<file path="config.mk">
export PLATFORM = sky130hd
export DESIGN_NAME = fir_tap_line
export DESIGN_NICKNAME = d
export VERILOG_FILES = /design/src/rtl/fir_pkg.sv /design/src/rtl/fir_tap_line.sv
export SDC_FILE = /design/constraint.sdc
export NUM_CORES = 1
export LEC_CHECK = 0
export BUFFER_PORTS_ARGS = -buffer_cell sky130_fd_sc_hd__buf_2
export CAP_MARGIN = 25
export CORE_ASPECT_RATIO = 0.9
export CORE_MARGIN = 3
export CORE_UTILIZATION = 50
export CTS_BUF_LIST = sky130_fd_sc_hd__clkbuf_8
export CTS_CLUSTER_DIAMETER = 120
export DETAILED_ROUTE_END_ITERATION = 8
export PLACE_DENSITY_LB_ADDON = 0.12
export SLEW_MARGIN = 40
export SYNTH_ARGS = -nofsm -noshare
export SYNTH_HDL_FRONTEND = slang
export SYNTH_SLANG_ARGS = --single-unit
</file>
<file path="constraint.sdc">
create_clock -name i_clk -period 4.4 [get_ports i_clk]
set_input_delay 0.88 -clock i_clk [delete_from_list [all_inputs] [get_ports i_clk]]
set_output_delay 0.88 -clock i_clk [all_outputs]
set_load 0.02 [all_outputs]
</file>
<file path="src/rtl/fir_pkg.sv">
// fir_pkg: shared types, widths and constants for the direct-form fir filter
// no dependencies; imported by every module under rtl
package fir_pkg;

    localparam int SAMPLE_W     = 16;
    localparam int COEF_W       = 16;
    localparam int COEF_COUNT   = 8;
    localparam int CFG_IDX_W    = 3;
    localparam int CFG_DATA_W   = 16;
    localparam int NUM_TAPS_DEF = 8;
    localparam int ROUND_SHIFT  = 14;

    typedef logic signed [SAMPLE_W-1:0] t_sample;
    typedef logic signed [COEF_W-1:0]   t_coef;

    // stage control that travels along the pipeline
    typedef struct packed {
        logic valid;
        logic last;
    } t_flow;

    localparam t_coef   COEF_UNITY = 16'sd16384;
    localparam t_sample SAMPLE_MAX = 16'sh7fff;
    localparam t_sample SAMPLE_MIN = 16'sh8000;

endpackage

</file>
<file path="src/rtl/fir_tap_line.sv">
// fir_tap_line: sample history and the registered tap window of one transaction
// depends on fir_pkg
module fir_tap_line #(
    parameter int NUM_TAPS = fir_pkg::NUM_TAPS_DEF
) (
    input  logic              i_clk,
    input  logic              i_rst_n,
    input  logic              i_valid,
    input  fir_pkg::t_sample  i_sample,
    input  logic              i_last,
    input  logic              i_rdy,
    output fir_pkg::t_flow    o_flow,
    output fir_pkg::t_sample  o_win [NUM_TAPS]
);
    import fir_pkg::*;

    t_flow   r_flow;
    t_sample r_win [NUM_TAPS];
    t_sample n_win [NUM_TAPS];
    logic    w_accept;

    assign w_accept = i_valid && i_rdy;

    always_ff @(posedge i_clk) begin
        if (!i_rst_n) begin
            r_flow <= '0;
        end else if (i_rdy) begin
            r_flow.valid <= i_valid;
            r_flow.last  <= i_last;
        end
    end

    always_ff @(posedge i_clk) begin
        if (w_accept) begin
            r_win <= n_win;
        end
    end

    generate
        if (NUM_TAPS > 1) begin : g_hist
            localparam int HistDepth = NUM_TAPS - 1;
            t_sample r_hist [HistDepth];

            always_comb begin
                n_win[0] = i_sample;
                for (int j = 1; j < NUM_TAPS; j++) begin
                    n_win[j] = r_hist[j-1];
                end
            end

            // history is cleared after the last sample of a block
            always_ff @(posedge i_clk) begin
                if (!i_rst_n) begin
                    for (int k = 0; k < HistDepth; k++) begin
                        r_hist[k] <= '0;
                    end
                end else if (w_accept) begin
                    if (i_last) begin
                        for (int k = 0; k < HistDepth; k++) begin
                            r_hist[k] <= '0;
                        end
                    end else begin
                        r_hist[0] <= i_sample;
                        for (int k = 1; k < HistDepth; k++) begin
                            r_hist[k] <= r_hist[k-1];
                        end
                    end
                end
            end
        end else begin : g_no_hist
            always_comb begin
                n_win[0] = i_sample;
            end
        end
    endgenerate

    assign o_flow = r_flow;
    assign o_win  = r_win;

endmodule

</file>
==> results of run 1 <==
[worst paths after layout]
path                                            from              endpoint  slack [ns]  cells after the start
worst max-delay path                           i_rdy   g_hist.r_hist[6][2]        2.15                      3
worst min-delay path             g_hist.r_hist[6][4]              o_win[4]        0.42                      0
worst max register to register  g_hist.r_hist[3][11]  g_hist.r_hist[4][11]        3.49                      2
worst min register to register   g_hist.r_hist[6][4]              o_win[4]        0.42                      0
[stage by stage]
stage / setup WS (ns) / std cells
after global routing: 2.029 / 815
after CTS: 2.107 / 814
after global placement: 1.546 / 748
after floorplan: 0.03925 / 416
final: 2.147 / 815
after detailed placement: 1.570 / 748
[power groups by stage]
stage               Combinational, mW  Sequential (mW)  Clock [mW]
finish                          0.208             2.67        1.65
global route                    0.227             2.68        1.82
detailed placement              0.211             2.72           0
floorplan                      0.0628             2.78           0
CTS                             0.211             2.67        1.71
global placement                0.206             2.72           0
[cell usage in the layout (no fill, tap or decap)]
master,n
edfxtp_1,224
buf_2,150
and2_1,96
clkbuf_8,42
dfxtp_1,18
a21boi_0,17
and4b_1,16
o21a_1,16
inv_1,14
clkinv_1,8
nand2_1,2
nand2_4,2
clkinv_8,1
and4b_4,1
nand2b_1,1
mux2i_1,1
nor2b_1,1
clkinvlp_4,1
clkinv_2,1
buf_12,1
[registers in the layout, summed over array words and instances, names as in the netlist]
name           count
o_win            128
g_hist.r_hist    112
o_flow             2
[kinds of logic after synthesis]
kind of cell,Yosys count
buffers and inverters,21
multiplexers,1
AND/OR/NAND/NOR,119
AO/OA/AOI/OAI,33
flip-flops,242
[metal layers]
metal | track usage | vias to the layer above | routed length, um
met3 | 0.06789 | 22 | 1313
met1 | 0.1815 | 1859 | 5342
li1 | - | 1904 | -
met4 | 0.05869 | 0 | 235
met2 | 0.2278 | 135 | 6118
met5 | 0 | - | 0
[area by class of cell]
cell class | count | area [um2] | area share
Timing Repair Buffer | 151 | 770.7 | 0.07805
Clock buffer | 42 | 578.1 | 0.05854
Tap cell | 202 | 252.7 | 0.02560
Clock inverter | 24 | 95.09 | 0.009630
Sequential cell | 242 | 7087 | 0.7177
Multi-Input combinational cell | 153 | 1075 | 0.1088
Inverter | 1 | 16.27 | 0.001647
[critical path, cell delays in order]
cell and delay [ns]:
buf_2 0.41, nand2_1 0.39, nand2_1 0.67
==> out/results.ini, run 1 <==
[status]
status=finished clean

[synth]
synthMuxAreaShare=0.001210
synth_seq_cells=242
synth_edf_count=224
synth.distinct_cells=16
synthXorXnorAreaFrac=0
synth_warnings=0
synth-simple-area-share=0.09696
synth_top_area_cell=edfxtp_1
netlist_area_um2=8272
synth_top_family_by_area=simple AND/OR/NAND/NOR gates
syn_inst=416
ys.flop_type=edfxtp_1
yosysTopAreaCellShare=0.8132
synth_compound_area_frac=0.02995
synth_area_leaders=edfxtp_1 81%, and2_1 7.3%, dfxtp_1 4.4%
seq_area_frac_synth=0.8568
synth_commonest_cells=224 x edfxtp_1, 96 x and2_1, 18 x dfxtp_1, 17 x a21boi_0
yosysMostFrequentCell=edfxtp_1
async_reset_ff_frac=0
syn_nets=437
synth_fa_ha_area_frac=0
synth_area_per_cell_um2=19.88

[min_path]
min_path_type=reg2reg

[cells_and_area]
fill_cells=1178
drive_above_1_share=0.3246
final_util=0.6243
antennaDiodeCount=0
area_delta_synth_final_pct=19.38
final_area_um2=9874
nNetsFinal=609

[routing]
viasPerCell=4.810
ant_nets=0
wl_per_cell_um=15.96
num_vias=3920
drt_iter0_markers=208
drt_wl_total_mm=13.01
route.detailed.drc=0
first_pass_iters=4

[sta]
min_period_ns=2.253
fin_crit_sh=0.5120
skew_ns=0.01593
worstMarginPinSlew_ns=0.7262
setup_viol=0
tns_ns=0
slew_violations=0
rsz0062_at_grt=no
hold_ws_ns=0.4196
max_slew_margin=0.5147
hold_viol=0
fmax_mhz=443.9

[setup_path]
critPathRequiredTime_ns=4.52
critical_path_class=in2reg
crit_path_end_kind=register
cp_max_fo=36
cp-start-kind=input pin
worst_ep_arrival_time_ns=2.37

[global_route]
grt_max_degree=129
grt_pass1_vias=4104
grt_pass1_wl_mm=20.73
overflow=0
grt_usage=0.1471
antenna_found_initial=0

[cts]
numCtsBuffers=39
ctsResizeCount=0
postCtsSetupBuffers=0
clkTransAtPathRegs_ns=0.06
clock_path_buffers=3
clk-insertion-delay-late_ns=0.50
root_buffer=clkbuf_8
cts.sinks=242
cts_hold_buf=0
htree_levels=2
cts_tree=built

[placement]
dpl_cell_area_um2=9171
gp_congestion=0.6833
dp_hpwl_mm=7.843
port_buffers=150

[power]
p_seq_frac=0.590
peakVddDrop_mv=0.2436
p_per_area_nw_per_um2=458.8
power.leakage_nw=3.901
p_sw_uw=970.8
internal_power_mw=3.560
finalPower_mw=4.531
p_clk_frac=0.364
swShare=0.2143
pwr-share-comb=0.046

[floorplan]
num_io_pins=151
coreArea_um2=15820
rows=43
die_w_um=141.6
die-area_um2=18130
die_h_um=128.0
start_util=0.5229

[flow_run]
maxCapViolCount=0

No activity file was read; power rests on OpenSTA's default activity.
==> inputs of run 2 (changes only) <==
- clock period: 4.4 -> 2.3 ns (I/O delays scaled with it)
==> out/results.ini, run 2 (synthesis gave the netlist of run 1 again) <==
[power]
peakVddDrop_mv=0.6900
power.leakage_nw=3.975
finalPower_mw=8.837
p_per_area_nw_per_um2=881.4

[floorplan]
num_io_pins=151
die-area_um2=18130
rows=43
start_util=0.5229
die_h_um=128.0
coreArea_um2=15820
die_w_um=141.6

[setup_path]
worst_ep_arrival_time_ns=1.08
max_stage_delay_ns=0.40
reg2reg_depth=2
cp_cell_sequence=buf_2
crit_cells=1
critPathRequiredTime_ns=1.84
crit_path_top_delay_cell=edfxtp_1
cp_num_buf_inv=1
reg2reg_slack_ns=1.38
cp-start-kind=register
cpLargestDelayFamily=flip-flops
worstReg2RegEnd=g_hist.r_hist[4][6]
crit_start=o_win[53]
worstSetupEndpoint=o_win[53]
r2r-start=g_hist.r_hist[3][6]
critical_path_class=reg2out
cp_max_fo=1
crit_path_end_kind=primary output

[sta]
fmax_mhz=649.0
rsz0062_at_grt=no
skew_ns=0.009370
slew_violations=0
max_slew_margin=0.7319
hold_viol=0
setup_ws_ns=0.7593
fin_crit_sh=0.6699
worstMarginPinSlew_ns=0.4007
setup_viol=0
min_period_ns=1.541

[placement]
port_buffers=150
dp_hpwl_mm=8.563
gp_congestion=0.6965
dpl_cell_area_um2=9320
pre_cts_slack_ns=0.4127

[cts]
numCtsBuffers=39
htree_levels=2
cts_hold_buf=0
cts_tree=built
root_buffer=clkbuf_8
clk-insertion-delay-late_ns=0.51
clkTransAtPathRegs_ns=0.06
cts.sinks=242
clock_path_buffers=3
postCtsSetupBuffers=0
ctsResizeCount=0

[routing]
wl_per_cell_um=16.35
ant_nets=0
first_pass_iters=4
num_vias=3931
drt_iter0_markers=152
route.detailed.drc=0
viasPerCell=4.765
drt_wl_total_mm=13.49

[global_route]
overflow=0
grt_max_degree=65
grt_pass1_wl_mm=21.47
grt_pass1_vias=4182
grt_usage=0.1517
antenna_found_initial=0

[min_path]
min_path_type=in2reg
min_from=i_sample[4]

[cells_and_area]
final_cell_mix=224 x edfxtp_1, 150 x buf_2, 96 x and2_1
layout_commonest_cell=edfxtp_1
nNetsFinal=618
largest_reg_flops=128
area_delta_synth_final_pct=21.21
drive_above_1_share=0.3403
final_area_um2=10030
antennaDiodeCount=0

[status]
status=finished clean

[flow_run]
maxCapViolCount=0

run 2: changes by cell type in the layout (fill, tap and decap cells not counted), moves of 2 or more:
| cell | before | now |
|---|---|---|
| buf_4 | 0 | 4 |
| nand2_2 | 0 | 2 |
| buf_12 | 1 | 6 |
| clkinv_1 | 8 | 6 |
| clkinv_2 | 1 | 3 |
run 2: final cells by class:
type / count / area (um2)
timing repair buffer: 160 / 900.9
tap: 202 / 252.7
multi-input combinational: 153 / 1072
inverter: 1 / 7.507
fill: 1186 / 5792
clock buffer: 42 / 578.1
clock inverter: 25 / 127.6
sequential: 242 / 7087
run 2: worst min-delay path by stage:
stage               cells after the start    endpoint  slack [ns]
CTS                                     1  o_win[116]        0.09
global placement                        0    o_win[2]        0.40
floorplan                               0    o_win[0]        0.40
detailed placement                      0    o_win[8]        0.41
finish                                  1  o_win[116]        0.13
global route                            1  o_win[121]        0.11
run 2: per-stage QoR:
stage                     setup TNS [ns]    util  hold slack (ns)  cells
after floorplan                   -98.84       -           0.4003    416
after CTS                              0  0.6338          0.09454    825
after detailed placement               0  0.5892           0.4052    758
after global routing                   0  0.6338           0.1051    825
after global placement                 0  0.5892           0.4012    758
final                                  0  0.6338           0.1344    825
run 2: where the power goes:
part           total [mW]  switching [mW]  internal, mW
clock                3.30            1.52          1.79
combinational       0.426           0.301         0.125
sequential           5.11          0.0717          5.04
run 2: per-layer routing:
layer	wire, um	share of wire	vias up	track usage
met5	0	0	-	0
met4	231	0.017	0	0.06264
met3	1321	0.098	21	0.06453
met2	6599	0.49	143	0.2493
met1	5337	0.40	1855	0.1766
li1	-	-	1912	-
