[src/rtl/fir_pkg.sv]
// fir_pkg: shared types, widths and constants for the direct-form fir filter
// no dependencies; imported by every module under rtl
package fir_pkg;

    localparam int SAMPLE_W     = 16;
    localparam int COEF_W       = 16;
    localparam int COEF_COUNT   = 8;
    localparam int CFG_IDX_W    = 3;
    localparam int CFG_DATA_W   = 16;
    localparam int NUM_TAPS_DEF = 8;
    localparam int ROUND_SHIFT  = 14;

    typedef logic signed [SAMPLE_W-1:0] t_sample;
    typedef logic signed [COEF_W-1:0]   t_coef;

    // stage control that travels along the pipeline
    typedef struct packed {
        logic valid;
        logic last;
    } t_flow;

    localparam t_coef   COEF_UNITY = 16'sd16384;
    localparam t_sample SAMPLE_MAX = 16'sh7fff;
    localparam t_sample SAMPLE_MIN = 16'sh8000;

endpackage

[src/rtl/fir_coef_bank.sv]
// fir_coef_bank: coefficient register file written through the config port
// depends on fir_pkg
module fir_coef_bank (
    input  logic                             i_clk,
    input  logic                             i_rst_n,
    input  logic                             i_cfg_we,
    input  logic [fir_pkg::CFG_IDX_W-1:0]    i_cfg_idx,
    input  logic [fir_pkg::CFG_DATA_W-1:0]   i_cfg_data,
    output fir_pkg::t_coef                   o_coef [fir_pkg::COEF_COUNT]
);
    import fir_pkg::*;

    t_coef r_coef [COEF_COUNT];

    always_ff @(posedge i_clk) begin
        if (!i_rst_n) begin
            for (int k = 0; k < COEF_COUNT; k++) begin
                r_coef[k] <= '0;
            end
            r_coef[0] <= COEF_UNITY;
        end else if (i_cfg_we) begin
            r_coef[i_cfg_idx] <= t_coef'(i_cfg_data[COEF_W-1:0]);
        end
    end

    assign o_coef = r_coef;

endmodule

[config.mk]
export PLATFORM = sky130hd
export DESIGN_NAME = fir_coef_bank
export DESIGN_NICKNAME = d
export VERILOG_FILES = /design/src/rtl/fir_pkg.sv /design/src/rtl/fir_coef_bank.sv
export SDC_FILE = /design/constraint.sdc
export NUM_CORES = 1
export LEC_CHECK = 0
export BUFFER_PORTS_ARGS = -buffer_cell sky130_fd_sc_hd__buf_2
export CORE_MARGIN = 5
export CORE_UTILIZATION = 35
export DETAILED_ROUTE_END_ITERATION = 6
export PLACE_DENSITY = 0.59
export SLEW_MARGIN = 40
export SYNTH_ARGS = -nofsm -noshare
export SYNTH_HDL_FRONTEND = slang
export SYNTH_SLANG_ARGS = --single-unit
[constraint.sdc]
create_clock -name i_clk -period 1.1 [get_ports i_clk]
set_input_delay 0.22 -clock i_clk [delete_from_list [all_inputs] [get_ports i_clk]]
set_output_delay 0.22 -clock i_clk [all_outputs]
set_load 0.03 [all_outputs]
==> results of run 1 <==
## worst max path at each step
stage	to	depth (start not counted)	from
floorplan	o_coef[88]	5	i_rst_n
global placement	o_coef[121]	4	i_cfg_idx[2]
detailed placement	o_coef[115]	4	i_cfg_idx[2]
CTS	o_coef[111]	1	o_coef[111]
global route	o_coef[105]	1	o_coef[105]
finish	o_coef[105]	1	o_coef[105]
## layout make-up
class | count | area share
well taps | 176 | 0.02893
flip-flops and latches | 128 | 0.3577
clock buffers | 22 | 0.06099
clock inverters | 7 | 0.005261
repair buffers | 214 | 0.2939
multi-input cells | 281 | 0.2532
## through the flow
step	setup slack [ns]	utilization	power, W	cells	instance area, um2
6_report	-0.008194	0.5770	0.01077	828	7611
3_3_place_gp	-0.06726	0.4506	0.005809	772	5943
4_1_cts	-0.02564	0.5662	0.01082	809	7468
5_1_grt	-0.03997	0.5770	0.01114	828	7611
3_5_place_dp	-0.1422	0.4506	0.005825	772	5943
2_1_floorplan	0.02504	-	0.005410	440	4672
## layer usage
| metal | vias to the layer above | routed length [um] | part of all wire | GRT usage |
|---|---|---|---|---|
| met5 | - | 0 | 0 | 0 |
| met4 | 0 | 166 | 0.012 | 0.04911 |
| met3 | 14 | 877 | 0.063 | 0.05757 |
| met2 | 125 | 6639 | 0.48 | 0.2835 |
| met1 | 1813 | 6176 | 0.45 | 0.2118 |
| li1 | 1860 | - | - | - |
## cells in the final DEF, fill, tap and decap left out
master,n
nand4b_1,3
nand4bb_1,3
dfxtp_2,128
clkinvlp_4,2
clkbuf_1,3
nor4b_4,1
buf_6,128
clkbuf_8,2
clkinv_2,5
nand2_1,143
nor2b_1,2
buf_12,16
mux2i_1,128
nand4_2,1
buf_2,20
clkbuf_16,17
buf_4,50
## what timing repair did
item                                    4_1_cts  5_1_grt
buffers inserted                              8       19
gates resized for setup                     384        0
endpoints found under the setup margin      128      128
hold buffers                                  0        0
## cells by family after synthesis
| family | share of synthesized area |
|---|---|
| buffers and inverters | 0.04097 |
| flip-flops | 0.5485 |
| multiplexers | 0.2742 |
| AND/OR/NAND/NOR | 0.1363 |
## power groups by stage
stage / combinational, W / clock [W] / sequential [W]
after CTS: 0.00106 / 0.00493 / 0.00484
after floorplan: 0.000319 / 0 / 0.00509
after global placement: 0.000916 / 0 / 0.00489
after global routing: 0.00113 / 0.00516 / 0.00485
final: 0.00107 / 0.00486 / 0.00484
after detailed placement: 0.000929 / 0 / 0.00490
==> results.txt, run 1 <==
* Flip-flop count of the largest register, all copies and words added: 128
- Of the total power, the clock network draws 0.451.
* # nets final: 664
- Worst-path clk slew: 0.05 ns
- Min-delay src: i_cfg_data[14]
* Number of iterations in the first detailed-routing pass: 4
- Of the synthesized area, sequential elements account for 0.5485.
- In this run, the number of DRC markers left after iteration 0 of detailed routing was 165.
- Final setup violation count: 2
* Drt drc: 0
- For this design the ratio of total power to cell area is 1415 nW/um2.
* Number of enable flip-flop cells after synthesis: 0
- The internal portion of the total power is 0.008183 W.
* Synth-to-layout area growth: 62.91%
- Worst slew slack as a fraction of its limit: 0.7538
* GRT Util Overall: 0.1710
* Placeable Area: 13,190 um2
* Via count of the first global-routing pass: 3,904
- Clock tree from TritonCTS: yes
* Share of power burned in combinational logic: 0.099
- Result of the run: finished, violations left
- Top cells by area, synth: dfxtp_1, mux2i_1, nand2_1
- Largest stage delay, worst path: 0.35 ns
* Global route overflow: 0
- Summed over all nets, the switching power comes to 0.002590 W.
- Of all cell types, the one taking the most synthesized area is dfxtp_1.
- Layout filler cell count: 1,106
* Terminus of the critical flop-to-flop path: o_coef[46]
- Grouping stages by cell kind, the critical path spends the most delay in flip-flops.
- Per-cell via count in the routed design: 4.604
- Post-detailed-route count of antenna-violating nets: 0
- For this design, the slowest cell found on the critical path is dfxtp_2.
- Estimated wirelength of the detail-placed design: 9596 um
- Of the total power, registers draw 0.449.
- Share of the synthesized area in the top cell type: 0.5485
- Ordered cell list for the critical path: buf_6
- The synthesized design contains 128 register bits.
- Data arrives at the worst endpoint at 0.89 ns.
- The number of clock buffers added by TritonCTS is 17.
- Violated checks: setup timing
* Chip Width: 125.5 um
- CTS Root Cell: clkbuf_16
- Of all nets on the critical path, the largest fanout is 2.
- Final Worst Setup Slack: -0.008194 ns
- Data on the critical path is required at its endpoint by 0.88 ns.
- Final hold vios: 0
- The number of pins with negative max-slew slack in the final report is 0.
- The tightest hold path in the finished design has a slack of 0.1326 ns.
* Mean area per synthesized cell: 10.62 um2
- Num rows: 42
* Number of antenna violations at the first check in global routing: 0
* Count of synthesis-stage warnings from yosys: 0
- Summing all multi-input logic gate instances after layout gives 1927 um2.
- In the final routed layout, each cell accounts on average for 16.74 um.
- The number of antenna diodes in the final layout is 0.
- Worst min path class: in -> reg
- The initial utilization of the core area, before any placement, comes to 0.3542.
- Cell depth of the worst min-delay path: 3
- IR analysis of the VDD net gives a maximum drop of 831.0 uV.
* Detailed-route via count: 3,812
- The H-tree was split into 4 levels.
* Share of layout cells above drive strength 1: 0.5675
* Global-route wire length before repair: 21,040 um
- Flip-flop and latch area: 2723 um2
- Wires add up to 13,860 um.
- Tightest Pin Transition: 0.3684 ns
- Final worst-path cycle share: 1.007
* Routability congestion estimate from global placement: 0.7324
* Synth Instances: 440
- For this run, the top clock speed supported by timing is 902.4 MHz.
* Net Sw Frac: 0.2405
* Category of the worst setup path capture point: primary output
- Synthesized area: 4672 um2
- For this design the static power due to leakage is 3.877 nW.
- Final worst clock skew: 0 ns
* Worst min-delay path endpoint: o_coef[126]
- The clock reaches the later pin of the worst-skew pair after 0.40 ns.
- In this run the vertical extent of the chip is 125.5 um.
- Adding up every negative setup slack in the final design gives -0.01227 ns.
- In the synthesized netlist the dominant register cell turns out to be dfxtp_1.
* Number of buffers on the longest clock path: 2
* Number of sinks on the clock net: 128
- Counting both buffers and inverters, the worst setup path holds a total of 1.
- Die area: 15,760 um2
- Reg2reg path depth: 4
* Startpoint of the worst register-to-register path: o_coef[46]
- Max-Cap Viols: 0
- By instance count, the leading cell after synthesis is nand2_1.
- Entering global routing, the biggest net connects 29 pins.
* Register-to-register path setup slack: 0.29 ns
- Post-layout min period: 1.108 ns
- Unrepaired setup endpoints after global routing: yes
- Yosys mapped the design onto 13 distinct sky130hd cell types.
- Port Buffers: 149
* Class of the most critical setup path: reg -> out
- The number of nets in the synthesized netlist is 462.
- Counting flops with an async set or reset pin after synthesis yields a share of 0.
* Leading post-synthesis cells by instance count: nand2_1, dfxtp_1, mux2i_1
- I/O pin count: 150
- Critical Path Start Type: register
No activity file was read; power rests on OpenSTA's default activity.
==> inputs of run 2 (changes only) <==
--- a/config.mk
+++ b/config.mk
@@ -5,11 +5,11 @@
 export SDC_FILE = /design/constraint.sdc
 export NUM_CORES = 1
 export LEC_CHECK = 0
-export BUFFER_PORTS_ARGS = -buffer_cell sky130_fd_sc_hd__buf_2
 export CORE_MARGIN = 5
 export CORE_UTILIZATION = 35
 export DETAILED_ROUTE_END_ITERATION = 6
-export PLACE_DENSITY = 0.59
+export DONT_BUFFER_PORTS = 1
+export PLACE_DENSITY = 0.49
 export SLEW_MARGIN = 40
 export SYNTH_ARGS = -nofsm -noshare
 export SYNTH_HDL_FRONTEND = slang
==> run 2 against run 1 <==
The flow finishes with violations (hold timing, setup timing). Worst hold slack lost 0.17 ns. Clock power grew 7.2%. Largest cell class unchanged. Routed wire length shrank 6.8%. Via count shrank 9.3%. Die area is the same. Sequential share of layout area grew 4.9 points. Combinational power shrank 38%. Critical path depth is the same. Critical endpoint is now o_coef[31].
==> results.txt, run 2 (synthesized netlist as in run 1, its figures left out) <==
- The first global-routing pass estimated 19,890 um of wire.
- Relative to the synthesized area, the layout overhead comes to 43.57%.
- Arrival time of the worst setup path: 0.88 ns
* Reg power frac: 0.454
* Number of antenna violations at the first check in global routing: 0
- Count of hold-fix buffers inserted at cts: 1
- Global route overflow: 0
* Static Leak: 3.346 nW
- Setup repair after global routing could not meet its margin everywhere.
- In this run the critical register-to-register path is captured at o_coef[89].
* Worst IR drop on VDD: 922.1 uV
- I/O pin count: 150
- The share of total power dissipated in the clock network is 0.484.
* Area after detailed placement: 5533 um2
- Die area: 15,760 um2
- The worst register-to-register path begins at o_coef[89].
- N_diodes: 0
* Largest stage delay, worst path: 0.35 ns
* Top delay family on crit path: flip-flops
- Violated checks: hold timing, setup timing
* Aggregate routed wire length: 12,920 um
- The layout has 1,225 filler cells.
* # nets final: 566
* Post-detailed-route count of antenna-violating nets: 0
* Summed area of non-filler cells in the final layout: 6708 um2
* Num rows: 42
* Die boundary height: 125.5 um
- Port Buffers: 0
- The flow ran to the end, but the final reports show violations.
* Worst-path clk slew: 0.05 ns
- Worst min path class: in -> reg
- The number of pins with negative max-slew slack in the final report came to 0.
- F_max: 907.3 MHz
- Critical Path Start Type: register
* Post-layout min period: 1.102 ns
* Placeable Area: 13,190 um2
- Count of buffer and inverter cells on the critical path: 1
* Max-Cap Viols: 0
* Final worst clock skew: 0 ns
- For this design the ratio of total power to cell area is 1607 nW/um2.
* Clock tree from TritonCTS: yes
- Most common cell after layout, fill and taps aside: nand2_1
- Net Sw Frac: 0.2217
* Number of H-tree levels: 4
* Number of standard cells in the layout, taps in and fillers out: 731
- For this run, the detailed router's first-pass iteration total came to 4.
- Routability congestion estimate from global placement: 0.7392
- Worst setup slack after placement: 0.04547 ns
- Estimated wirelength of the detail-placed design: 8574 um
- Final setup violation count: 2
* Min-delay src: i_rst_n
* Library cell contributing the largest single delay on the critical path: dfxtp_2
* Chip Width: 125.5 um
- For this run, the share of the core covered by cells in the final layout is 0.5085.
- Cell depth of the worst min-delay path: 2
- Register-to-register path setup slack: 0.29 ns
- Worst slew slack as a fraction of its limit: 0.7116
- Clock network latency to the later pin of the worst-skew pair: 0.41 ns
- In the routed design, unresolved DRC markers number 0.
- Effective utilization at floorplan: 0.3542
- Final hold analysis gives a worst-case slack of -0.04048 ns.
- The count of endpoints failing hold in the final timing report is 23.
- CTS Root Cell: clkbuf_16
* Num CTS Buffers: 17
* First DRT Iteration DRCs: 140
- The completed layout was analyzed and its total power is 0.01078 W.
- The clock passes through at most 2 buffers.
* Number of sinks on the clock net: 128
* Via count of the first global-routing pass: 3,617
- The worst setup path is of the reg -> out kind.
* Final worst-path cycle share: 1.002
- Dividing the detail-routed via count by the number of cells gives 4.729.
* Placed cells: 683
- Along the worst path, the maximum fanout reaches 2.
- Across all setup checks in the final design, the least slack found is -0.002156 ns.
- Of the total power, combinational logic draws 0.062.
- The routed layout has 3,457 vias.
- Share of layout cells above drive strength 1: 0.4883
- GRT Util Overall: 0.1643
* Most frequent cells in the layout: nand2_1, mux2i_1, dfxtp_2, buf_6, buf_4
- After detailed routing, the average wire length per cell comes to 17.68 um.
- Measured in cells, the most critical reg-to-reg path has a length of 4.
* Worst min-delay path endpoint: o_coef[96]
* Flip-flop count of the largest register, all copies and words added: 128
* Ordered cell list for the critical path: buf_6
- For the pin with the worst max-slew slack, the measured transition is 0.4315 ns.
- The internal portion of the total power is 0.008390 W.
* Required time of the critical path: 0.88 ns
- The worst setup path is captured at a primary output.
* Switch Pwr: 0.002389 W
* Pin count of the biggest net entering global routing: 146
==> run 2: cell types whose count changed in the layout (fill, tap and decap cells not counted), sizes merged <==
| cell | before | now |
|---|---|---|
| clkinv | 5 | 6 |
| dlygate4sd3 | 0 | 1 |
| bufinv | 0 | 2 |
| buf | 214 | 115 |
| clkinvlp | 2 | 0 |
==> run 2: per-layer routing <==
| metal | up-vias | global-route usage | part of all wire |
|---|---|---|---|
| met5 | - | 0 | 0 |
| met4 | 0 | 0.06122 | 0.015 |
| met3 | 17 | 0.07122 | 0.082 |
| met2 | 106 | 0.2700 | 0.48 |
| met1 | 1665 | 0.1899 | 0.42 |
| li1 | 1669 | - | - |
==> run 2: worst max-delay path by stage <==
stage	cells after the start	startpoint	slack [ns]	end
detailed placement	3	i_cfg_idx[2]	0.05	o_coef[115]
global placement	3	i_cfg_idx[2]	0.07	o_coef[120]
CTS	1	o_coef[31]	-0.03	o_coef[31]
finish	1	o_coef[31]	-0.002	o_coef[31]
global route	1	o_coef[95]	-0.04	o_coef[95]
floorplan	5	i_rst_n	0.03	o_coef[88]
==> run 2: power by group through the flow <==
stage | Sequential [W] | Combinational, W | Clock (W)
floorplan | 0.00509 | 0.000319 | 0
global placement | 0.00496 | 0.000607 | 0
detailed placement | 0.00497 | 0.000614 | 0
CTS | 0.00490 | 0.000669 | 0.00534
global route | 0.00491 | 0.000714 | 0.00555
finish | 0.00490 | 0.000668 | 0.00521
==> run 2: final cells by class <==
type,instances,area (um2),area share
clock buffers,22,454.2,0.06771
well taps,176,220.2,0.03283
multi-input cells,281,1927,0.2873
repair buffers,116,1291,0.1925
flip-flops and latches,128,2725,0.4063
clock inverters,8,90.09,0.01343
==> run 2: per-stage QoR <==
step | TNS [ns] | hold WS [ns]
after floorplan | 0 | 0.3865
final | -0.003924 | -0.04048
after global routing | -1.918 | -0.05795
after detailed placement | 0 | 0.3919
after global placement | 0 | 0.3828
after CTS | -0.6021 | -0.05624
==> run 2: repair_timing <==
item | 4_1_cts | 5_1_grt
setup buffers | 6 | 11
resized for setup | 216 | 1
endpoints found under the setup margin | 128 | 89
pin swaps | 0 | 0
endpoints found under the hold margin | 128 | 61
